==> config.mk <==
export PLATFORM = sky130hd
export DESIGN_NAME = adv_report_field_scanner_unit
export DESIGN_NICKNAME = d
export VERILOG_FILES = /design/src/rtl/core/ars_pkg.sv /design/src/rtl/core/ars_hash_unit.sv /design/src/rtl/core/ars_field_walker.sv /design/src/rtl/core/ars_out_buffer.sv /design/src/rtl/core/adv_report_field_scanner_unit.sv
export VERILOG_INCLUDE_DIRS = /design/src /design/src/rtl/core
export SDC_FILE = /design/constraint.sdc
export NUM_CORES = 1
export LEC_CHECK = 0
export BUFFER_PORTS_ARGS = -buffer_cell sky130_fd_sc_hd__clkbuf_2
export CORE_MARGIN = 2
export CORE_UTILIZATION = 31
export DETAILED_ROUTE_END_ITERATION = 16
export HOLD_SLACK_MARGIN = 0.12
export PLACE_DENSITY = 0.5
export SLEW_MARGIN = 20
export SYNTH_ARGS = -nofsm -noshare
export SYNTH_HDL_FRONTEND = slang
export SYNTH_SLANG_ARGS = --single-unit
export TNS_END_PERCENT = 30
==> constraint.sdc <==
create_clock -name clock -period 20.3 [get_ports clock]
set_input_delay 3.045 -clock clock [delete_from_list [all_inputs] [get_ports clock]]
set_output_delay 3.045 -clock clock [all_outputs]
set_load 0.01 [all_outputs]
==> src/rtl/core/assert_macros.svh <==
// ----------------------------------------------------------------------------
// Assertion macros
// Concurrent assertion wrappers shared by the RTL. They compile away when
// SYNTHESIS is defined.
// ----------------------------------------------------------------------------
`ifndef ASSERT_MACROS_SVH
`define ASSERT_MACROS_SVH

`ifndef SYNTHESIS

`define ASSERT_ALWAYS(lbl, clk, rst, cond, msg) \
   lbl: assert property (@(posedge clk) disable iff (rst) (cond)) else $error(msg);

`define ASSERT_IMPLY(lbl, clk, rst, ante, cons, msg) \
   lbl: assert property (@(posedge clk) disable iff (rst) (ante) |-> (cons)) else $error(msg);

`define ASSERT_NEXT(lbl, clk, rst, ante, cons, msg) \
   lbl: assert property (@(posedge clk) disable iff (rst) (ante) |=> (cons)) else $error(msg);

`else

`define ASSERT_ALWAYS(lbl, clk, rst, cond, msg)

`define ASSERT_IMPLY(lbl, clk, rst, ante, cons, msg)

`define ASSERT_NEXT(lbl, clk, rst, ante, cons, msg)

`endif

`endif

==> src/rtl/core/ars_pkg.sv <==
// ----------------------------------------------------------------------------
// ars_pkg
// Types and constants of the advertising report field scanner.
// ----------------------------------------------------------------------------
`timescale 1ns / 1ps

package ars_pkg;

   localparam int IDX_W = 8;
   localparam int END_W = 9;

   localparam logic [31:0] HASH_BASIS = 32'h811C_9DC5;
   localparam logic [31:0] HASH_PRIME = 32'd16777619;
   localparam logic [7:0]  MAKER_TYPE = 8'hFF;
   localparam logic [7:0]  MAKER_MIN_SIZE = 8'd3;

   localparam logic OP_BYTE  = 1'b0;
   localparam logic OP_EMPTY = 1'b1;

   typedef struct packed {
      logic       op;
      logic [7:0] data_byte;
      logic       last_byte;
   } ars_req_type;

   typedef struct packed {
      logic [31:0] payload_hash;
      logic [15:0] company_id;
      logic        company_found;
      logic [6:0]  payload_length;
      logic        was_truncated;
      logic [31:0] change_count;
      logic [31:0] report_count;
   } ars_rsp_type;

   typedef struct packed {
      logic        found;
      logic [15:0] id;
   } ars_walk_type;

endpackage

==> src/rtl/core/ars_hash_unit.sv <==
// ----------------------------------------------------------------------------
// ars_hash_unit
// Running FNV-1a hash over the kept payload bytes of one report.
// ----------------------------------------------------------------------------
`timescale 1ns / 1ps

module ars_hash_unit (
   input  logic        clock,
   input  logic        reset,
   input  logic        step,
   input  logic        clear,
   input  logic [7:0]  data_byte,
   output logic [31:0] hash_next
);
   import ars_pkg::*;

   logic [31:0] running_hash_ff;
   logic [31:0] running_hash_in;

   always_comb begin
      running_hash_in = running_hash_ff;
      if (step) begin
         running_hash_in = (running_hash_ff ^ {24'd0, data_byte}) * HASH_PRIME;
      end
   end

   assign hash_next = running_hash_in;

   always_ff @(posedge clock) begin
      if (reset || clear) begin
         running_hash_ff <= HASH_BASIS;
      end else begin
         running_hash_ff <= running_hash_in;
      end
   end

endmodule

==> src/rtl/core/ars_field_walker.sv <==
// ----------------------------------------------------------------------------
// ars_field_walker
// Walks the length-type-value fields of a report and captures the company
// identifier of the first complete manufacturer field.
// ----------------------------------------------------------------------------
`timescale 1ns / 1ps

module ars_field_walker (
   input  logic                     clock,
   input  logic                     reset,
   input  logic                     step,
   input  logic                     clear,
   input  logic [ars_pkg::IDX_W-1:0] pos,
   input  logic [7:0]               data_byte,
   output ars_pkg::ars_walk_type    status_next
);
   import ars_pkg::*;

   logic [IDX_W-1:0] field_head_ff, field_head_in;
   logic [END_W-1:0] field_end_ff, field_end_in;
   logic [7:0]       field_size_ff, field_size_in;
   logic             maker_field_ff, maker_field_in;
   logic [7:0]       id_low_byte_ff, id_low_byte_in;
   logic             walk_stopped_ff, walk_stopped_in;
   logic             found_flag_ff, found_flag_in;
   logic [15:0]      found_id_ff, found_id_in;

   logic [END_W-1:0] pos_w;
   logic [END_W-1:0] head_w;
   logic             at_head;

   assign pos_w   = {1'b0, pos};
   assign head_w  = {1'b0, field_head_ff};
   assign at_head = (pos == field_head_ff);

   always_comb begin
      field_head_in   = field_head_ff;
      field_end_in    = field_end_ff;
      field_size_in   = field_size_ff;
      maker_field_in  = maker_field_ff;
      id_low_byte_in  = id_low_byte_ff;
      walk_stopped_in = walk_stopped_ff;
      found_flag_in   = found_flag_ff;
      found_id_in     = found_id_ff;
      if (step && !walk_stopped_ff && !found_flag_ff) begin
         if (at_head) begin
            if (data_byte == 8'd0) begin
               walk_stopped_in = 1'b1;
            end else begin
               field_size_in  = data_byte;
               field_end_in   = pos_w + {1'b0, data_byte} + END_W'(1);
               maker_field_in = 1'b0;
            end
         end else if (pos_w == head_w + END_W'(1)) begin
            maker_field_in = (data_byte == MAKER_TYPE) && (field_size_ff >= MAKER_MIN_SIZE);
         end else if (pos_w == head_w + END_W'(2)) begin
            if (maker_field_ff) begin
               id_low_byte_in = data_byte;
            end
         end else if (pos_w == head_w + END_W'(3)) begin
            if (maker_field_ff) begin
               found_id_in = {data_byte, id_low_byte_ff};
            end
         end
         if (!(at_head && data_byte == 8'd0) && (pos_w + END_W'(1) == field_end_in)) begin
            if (maker_field_in) begin
               found_flag_in = 1'b1;
            end else begin
               field_head_in = field_end_in[IDX_W-1:0];
            end
         end
      end
   end

   assign status_next.found = found_flag_in;
   assign status_next.id    = found_id_in;

   always_ff @(posedge clock) begin
      if (reset || clear) begin
         field_head_ff   <= '0;
         field_end_ff    <= '0;
         field_size_ff   <= '0;
         maker_field_ff  <= 1'b0;
         id_low_byte_ff  <= '0;
         walk_stopped_ff <= 1'b0;
         found_flag_ff   <= 1'b0;
         found_id_ff     <= '0;
      end else begin
         field_head_ff   <= field_head_in;
         field_end_ff    <= field_end_in;
         field_size_ff   <= field_size_in;
         maker_field_ff  <= maker_field_in;
         id_low_byte_ff  <= id_low_byte_in;
         walk_stopped_ff <= walk_stopped_in;
         found_flag_ff   <= found_flag_in;
         found_id_ff     <= found_id_in;
      end
   end

endmodule

==> src/rtl/core/ars_out_buffer.sv <==
// ----------------------------------------------------------------------------
// ars_out_buffer
// Two-entry result buffer: an output register backed by a skid register.
// ----------------------------------------------------------------------------
`timescale 1ns / 1ps

`include "assert_macros.svh"

module ars_out_buffer (
   input  logic                 clock,
   input  logic                 reset,
   input  logic                 push,
   input  ars_pkg::ars_rsp_type push_data,
   output logic                 space,
   output logic                 rsp_valid,
   input  logic                 rsp_ready,
   output ars_pkg::ars_rsp_type rsp_payload
);
   import ars_pkg::*;

   logic        out_valid_ff;
   logic        skid_valid_ff;
   ars_rsp_type out_ff;
   ars_rsp_type skid_ff;
   logic        pop;

   assign pop         = out_valid_ff && rsp_ready;
   assign space       = !skid_valid_ff;
   assign rsp_valid   = out_valid_ff;
   assign rsp_payload = out_ff;

   always_ff @(posedge clock) begin
      if (reset) begin
         out_valid_ff  <= 1'b0;
         skid_valid_ff <= 1'b0;
      end else if (pop) begin
         if (skid_valid_ff) begin
            out_ff        <= skid_ff;
            skid_valid_ff <= 1'b0;
         end else begin
            out_valid_ff <= push;
            out_ff       <= push_data;
         end
      end else if (!out_valid_ff) begin
         out_valid_ff <= push;
         out_ff       <= push_data;
      end else if (push) begin
         skid_ff       <= push_data;
         skid_valid_ff <= 1'b1;
      end
   end

   `ASSERT_ALWAYS(a_skid_needs_out, clock, reset, !skid_valid_ff || out_valid_ff, "skid holds a result while the output register is empty")
   `ASSERT_IMPLY(a_no_push_when_full, clock, reset, push, !skid_valid_ff, "result pushed into a full buffer")
   `ASSERT_NEXT(a_stall_fills_skid, clock, reset, push && out_valid_ff && !rsp_ready, skid_valid_ff, "stalled result was not kept in the skid register")

endmodule

==> src/rtl/core/adv_report_field_scanner_unit.sv <==
// ----------------------------------------------------------------------------
// adv_report_field_scanner_unit
// Advertising report scanner: payload hash, manufacturer company ID and
// running report and change counters.
// ----------------------------------------------------------------------------
// Usage:
// The req channel carries one payload byte per transfer (op byte) or a
// complete empty report (op empty). last_byte on a byte transfer ends the
// report. Every report end produces one transfer on the rsp channel with the
// hash, company ID, kept length, truncation flag and both running counters.
// Bytes beyond MAX_BYTES only set the truncation flag.
// Throughput is one req transfer per cycle while req_ready is high; each byte
// is hashed and walked in the cycle of its transfer. A report's result reaches
// rsp through the output register, or through the skid register when stalled.
// The result side is a two-entry buffer. When the receiver stalls, req_ready
// stays high until both entries hold results, so one more report can finish
// behind a waiting result.
// Reset clears the report in progress, the previous hash and both counters,
// and empties the result buffer.
// ----------------------------------------------------------------------------
`timescale 1ns / 1ps

`include "assert_macros.svh"

module adv_report_field_scanner_unit #(
   parameter int MAX_BYTES = 96
) (
   input  logic                 clock,
   input  logic                 reset,
   input  logic                 req_valid,
   output logic                 req_ready,
   input  ars_pkg::ars_req_type req_payload,
   output logic                 rsp_valid,
   input  logic                 rsp_ready,
   output ars_pkg::ars_rsp_type rsp_payload
);
   import ars_pkg::*;

   localparam logic [IDX_W-1:0] MAX_IDX = IDX_W'(MAX_BYTES);

   logic [IDX_W-1:0] byte_index_ff, byte_index_in;
   logic             over_cap_ff, over_cap_in;
   logic [31:0]      previous_hash_ff, previous_hash_in;
   logic             seen_before_ff;
   logic [31:0]      changes_ff, changes_in;
   logic [31:0]      reports_ff, reports_in;

   logic             accept;
   logic             is_byte;
   logic             kept;
   logic             report_end;
   logic [31:0]      hash_next;
   logic [31:0]      hash_result;
   logic             changed;
   ars_walk_type     walk_next;
   ars_rsp_type      result;
   logic             space;

   assign req_ready  = space;
   assign accept     = req_valid && space;
   assign is_byte    = (req_payload.op == OP_BYTE);
   assign kept       = accept && is_byte && (byte_index_ff < MAX_IDX);
   assign report_end = accept && (!is_byte || req_payload.last_byte);

   ars_hash_unit u_hash (
      .clock     (clock),
      .reset     (reset),
      .step      (kept),
      .clear     (report_end),
      .data_byte (req_payload.data_byte),
      .hash_next (hash_next)
   );

   ars_field_walker u_walker (
      .clock       (clock),
      .reset       (reset),
      .step        (kept),
      .clear       (report_end),
      .pos         (byte_index_ff),
      .data_byte   (req_payload.data_byte),
      .status_next (walk_next)
   );

   always_comb begin
      byte_index_in = byte_index_ff;
      over_cap_in   = over_cap_ff;
      if (kept) begin
         byte_index_in = byte_index_ff + IDX_W'(1);
      end else if (accept && is_byte) begin
         over_cap_in = 1'b1;
      end
      hash_result = (is_byte && byte_index_in != '0) ? hash_next : 32'd0;
      changed = seen_before_ff && (hash_result != 32'd0) && (previous_hash_ff != 32'd0)
                && (hash_result != previous_hash_ff);
      changes_in       = changes_ff + {31'd0, changed};
      reports_in       = reports_ff + 32'd1;
      previous_hash_in = hash_result;

      result.payload_hash   = hash_result;
      result.company_found  = is_byte && walk_next.found;
      result.company_id     = result.company_found ? walk_next.id : 16'd0;
      result.payload_length = is_byte ? byte_index_in[6:0] : 7'd0;
      result.was_truncated  = is_byte && over_cap_in;
      result.change_count   = changes_in;
      result.report_count   = reports_in;
   end

   always_ff @(posedge clock) begin
      if (reset) begin
         byte_index_ff    <= '0;
         over_cap_ff      <= 1'b0;
         previous_hash_ff <= '0;
         seen_before_ff   <= 1'b0;
         changes_ff       <= '0;
         reports_ff       <= '0;
      end else if (report_end) begin
         byte_index_ff    <= '0;
         over_cap_ff      <= 1'b0;
         previous_hash_ff <= previous_hash_in;
         seen_before_ff   <= 1'b1;
         changes_ff       <= changes_in;
         reports_ff       <= reports_in;
      end else begin
         byte_index_ff <= byte_index_in;
         over_cap_ff   <= over_cap_in;
      end
   end

   ars_out_buffer u_out (
      .clock       (clock),
      .reset       (reset),
      .push        (report_end),
      .push_data   (result),
      .space       (space),
      .rsp_valid   (rsp_valid),
      .rsp_ready   (rsp_ready),
      .rsp_payload (rsp_payload)
   );

   `ASSERT_ALWAYS(a_index_in_range, clock, reset, byte_index_ff <= MAX_IDX, "byte index ran past the byte cap")
   `ASSERT_NEXT(a_report_counted, clock, reset, report_end, reports_ff == $past(reports_ff) + 32'd1, "report end did not advance the report counter")
   `ASSERT_NEXT(a_report_to_rsp, clock, reset, report_end, rsp_valid, "report end did not present a result")

endmodule

==> flow_summary.json <==
{
  "cp.depth": 38,
  "rr_endpoint": "u_out.rsp_payload[62]",
  "setup_tns_ns": 0,
  "layout-drive-gt1-share_pct": 10.4,
  "outcome": "finished, final reports clean",
  "track_usage_pct": 16.2,
  "grt_pass1_vias": 19000,
  "postCtsHoldBufs": 0,
  "core_area_mm2": 0.0820,
  "cp_data_required_time_ns": 20.63,
  "clk_pin_slew_ns": 0.06,
  "viasPerCell": 4.96,
  "place_congestion": 0.906,
  "synthCells": 2695,
  "critPathLaunch": "req_payload[7]",
  "synth_edf_count": 242,
  "critical_path.top_delay_family": "simple AND/OR/NAND/NOR gates",
  "synth_top_area_share_pct": 28.4,
  "min_path_cells": 2,
  "insertion_delay_ns": 0.59,
  "antenna_found_initial": 2,
  "drt_iter0_markers": 1433,
  "cts_resized": 0,
  "grt_overflow_total": 0,
  "route.detailed.drc": 0,
  "cpMostUsedCell": "ha_1",
  "r2r_start": "u_hash.running_hash_ff[3]",
  "row_count": 105,
  "synth_area_leaders": "edfxtp_1 28%, dfxtp_1 15%, ha_1 9.6%",
  "initial_core_util_pct": 31.2,
  "multi_input_area_mm2": 0.0132,
  "cp.arrival_ns": 13.41,
  "synth_top_area_cell": "edfxtp_1",
  "ys_seq_elements": 434,
  "final_max_slew_viol_count": 0,
  "synthArstFlopShare_pct": 0,
  "yosysSeqAreaShare_pct": 43.4,
  "root_buffer": "clkbuf_16",
  "synth-main-ff-cell": "edfxtp_1",
  "rsz0062_at_grt": "false",
  "relSlewSlack_pct": 30.7,
  "numClockSinks": 434,
  "netlist_area_mm2": 0.0256,
  "tightestPinTransition_ns": 1.01,
  "die_h_um": 291,
  "grt_max_degree": 73,
  "start_kind": "primary input",
  "clk_path_buf_depth": 3,
  "critPathMaxFanout": 8,
  "yosysUniqueCellTypes": 76,
  "critical_path_class": "primary input to flop",
  "num-nets-final": 3066,
  "crit_buf_inv": 5,
  "end_kind": "flop",
  "cts_tree": "yes",
  "crit_path_end": "u_out.rsp_payload[62]",
  "dieWidth_um": 291,
  "reg2regPathDepth": 38,
  "avgSynthCellArea_um2": 9.50,
  "dp_hpwl_mm": 51.1,
  "cpPeakStageDelay_ns": 0.77,
  "drt_first_pass_iters": 7,
  "io_buffers": 136,
  "min_period_over_period_pct": 64.4,
  "finalCriticalPeriod_ns": 13.08,
  "wirelength_mm": 70.0,
  "max_cap_violations": 0,
  "syn-num-nets": 2981,
  "io_pins": 137,
  "h-tree-depth": 2,
  "cts_setup_buffers": 0,
  "final.fill_count": 8300,
  "routedWlPerCell_um": 18.0,
  "slowest_stage": "xor2_1",
  "final_hold_viol_count": 0,
  "ff_latch_area_mm2": 0.0111,
  "grt_pass1_wl_mm": 110,
  "die-area_mm2": 0.0849,
  "hp-class": "flop to flop",
  "ant_nets": 0,
  "timing.fmax_mhz": 76.5,
  "syn_to_final_growth_pct": 12.8,
  "dr_total_vias": 19300,
  "setup_viol": 0,
  "ys.warnings.count": 0,
  "clock_skew_ns": 0.0159,
  "cts_buffers": 49,
  "reg2reg_slack_ns": 9.60
}
==> how the worst min path moves through the flow <==
stage	slack, ns	start	end
final	0.45	u_walker.field_size_ff[7]	u_walker.field_size_ff[7]
after global routing	0.48	u_walker.field_size_ff[5]	u_walker.field_size_ff[5]
after CTS	0.45	u_walker.field_size_ff[7]	u_walker.field_size_ff[7]
after detailed placement	0.44	u_walker.field_size_ff[7]	u_walker.field_size_ff[7]
after global placement	0.44	u_walker.field_size_ff[2]	u_walker.field_size_ff[2]
after floorplan	0.43	u_walker.field_size_ff[5]	u_walker.field_size_ff[5]
==> area by class of cell <==
class	count	area share [%]
Clock buffer	62	4.59
Timing Repair Buffer	160	2.99
Antenna cell	1	0.00866
Inverter	231	3.00
Sequential cell	434	38.4
Multi-Input combinational cell	1904	45.7
Tap cell	1070	4.63
Clock inverter	28	0.645
==> worst min-delay path: cells and delay by family (launching register included) <==
family,cells,cell delay [ns]
AOI/OAI and AO/OA,1,0.05
DFF,1,0.30
and+or+nand+nor,1,0.05
==> flip-flops by register name, indices dropped and copies added, names as in the netlist, 9 cells and up <==
name	flops
u_out.rsp_payload	121
u_out.skid_ff	121
changes_ff	32
previous_hash_ff	32
reports_ff	32
u_hash.running_hash_ff	32
u_walker.found_id_ff	16
u_walker.field_end_ff	9
==> cell usage after synthesis, drive strengths merged, types with 7 or more instances <==
cell type and instances:
a211oi 16, a21oi 143, a31oi 9, and2 16, and3 22, buf 25, clkbuf 101, dfxtp 192
edfxtp 242, fa 75, ha 197, inv 231, mux2 21, mux2i 49, nand2 349, nand2b 7
nand3 52, nand4 31, nor2 350, nor2b 10, nor3 65, nor3b 8, nor4 19, o211ai 12
o21a 8, o21ai 89, o31ai 16, or2 10, or3 36, xnor2 99, xor2 93
==> cell usage in the layout, fill, tap and decap left out, types with 8 or more instances in the layout <==
| cell type | Yosys | layout |
|---|---|---|
| ha_1 | 197 | 197 |
| clkbuf_1 | 101 | 9 |
| o31ai_1 | 15 | 15 |
| nand4_1 | 31 | 31 |
| fa_1 | 75 | 75 |
| nor3_1 | 64 | 64 |
| or3_1 | 36 | 36 |
| or2_2 | 10 | 10 |
| mux2_2 | 21 | 21 |
| edfxtp_1 | 242 | 242 |
| and3_1 | 22 | 20 |
| dfxtp_1 | 192 | 192 |
| mux2i_1 | 49 | 49 |
| clkbuf_16 | 0 | 50 |
| clkbuf_2 | 0 | 135 |
| nor2b_1 | 10 | 9 |
| clkinv_2 | 0 | 13 |
| o21ai_2 | 8 | 8 |
| a31oi_1 | 8 | 8 |
| a21oi_1 | 143 | 142 |
| xnor2_1 | 99 | 99 |
| nor4_1 | 19 | 19 |
| buf_4 | 0 | 25 |
| a211oi_1 | 16 | 16 |
| o211ai_1 | 12 | 12 |
| nor2_1 | 350 | 348 |
| clkinv_1 | 0 | 8 |
| and2_1 | 14 | 14 |
| nand2_1 | 349 | 349 |
| xor2_1 | 93 | 93 |
| inv_1 | 231 | 231 |
| o21ai_0 | 79 | 78 |
| nand3_1 | 52 | 51 |
==> logic make-up after synthesis <==
kind of cell	count (synthesis)	share of synthesized area, %
mux	70	2.84
flops	434	43.4
simple gates	998	17.3
buf+inv	357	5.31
compound gates	372	9.14
xor+xnor	192	6.57
fa+ha+maj	272	15.5
==> per-layer routing <==
| metal | vias to the layer above | part of all wire, % | GRT usage, % |
|---|---|---|---|
| li1 | 9376 | - | - |
| met1 | 9368 | 47 | 22.6 |
| met2 | 449 | 46 | 26.5 |
| met3 | 105 | 4.6 | 2.37 |
| met4 | 2 | 1.9 | 3.81 |
| met5 | - | 0.019 | 0 |
==> through the flow <==
stage / hold WS (ns) / worst slack [ns] / utilization, % / cell area, um2 / std cells
CTS: 0.452 / 7.29 / 35.2 / 28900 / 3889
floorplan: 0.431 / 3.10 / - / 25600 / 2695
global route: 0.478 / 6.56 / 35.3 / 28900 / 3889
finish: 0.451 / 7.22 / 35.3 / 28900 / 3890
detailed placement: 0.444 / 6.69 / 33.4 / 27400 / 3799
global placement: 0.441 / 6.91 / 33.4 / 27400 / 3799
Power is not shown: default switching activity piles up to over one toggle a cycle in this logic, so the estimate is an artifact.
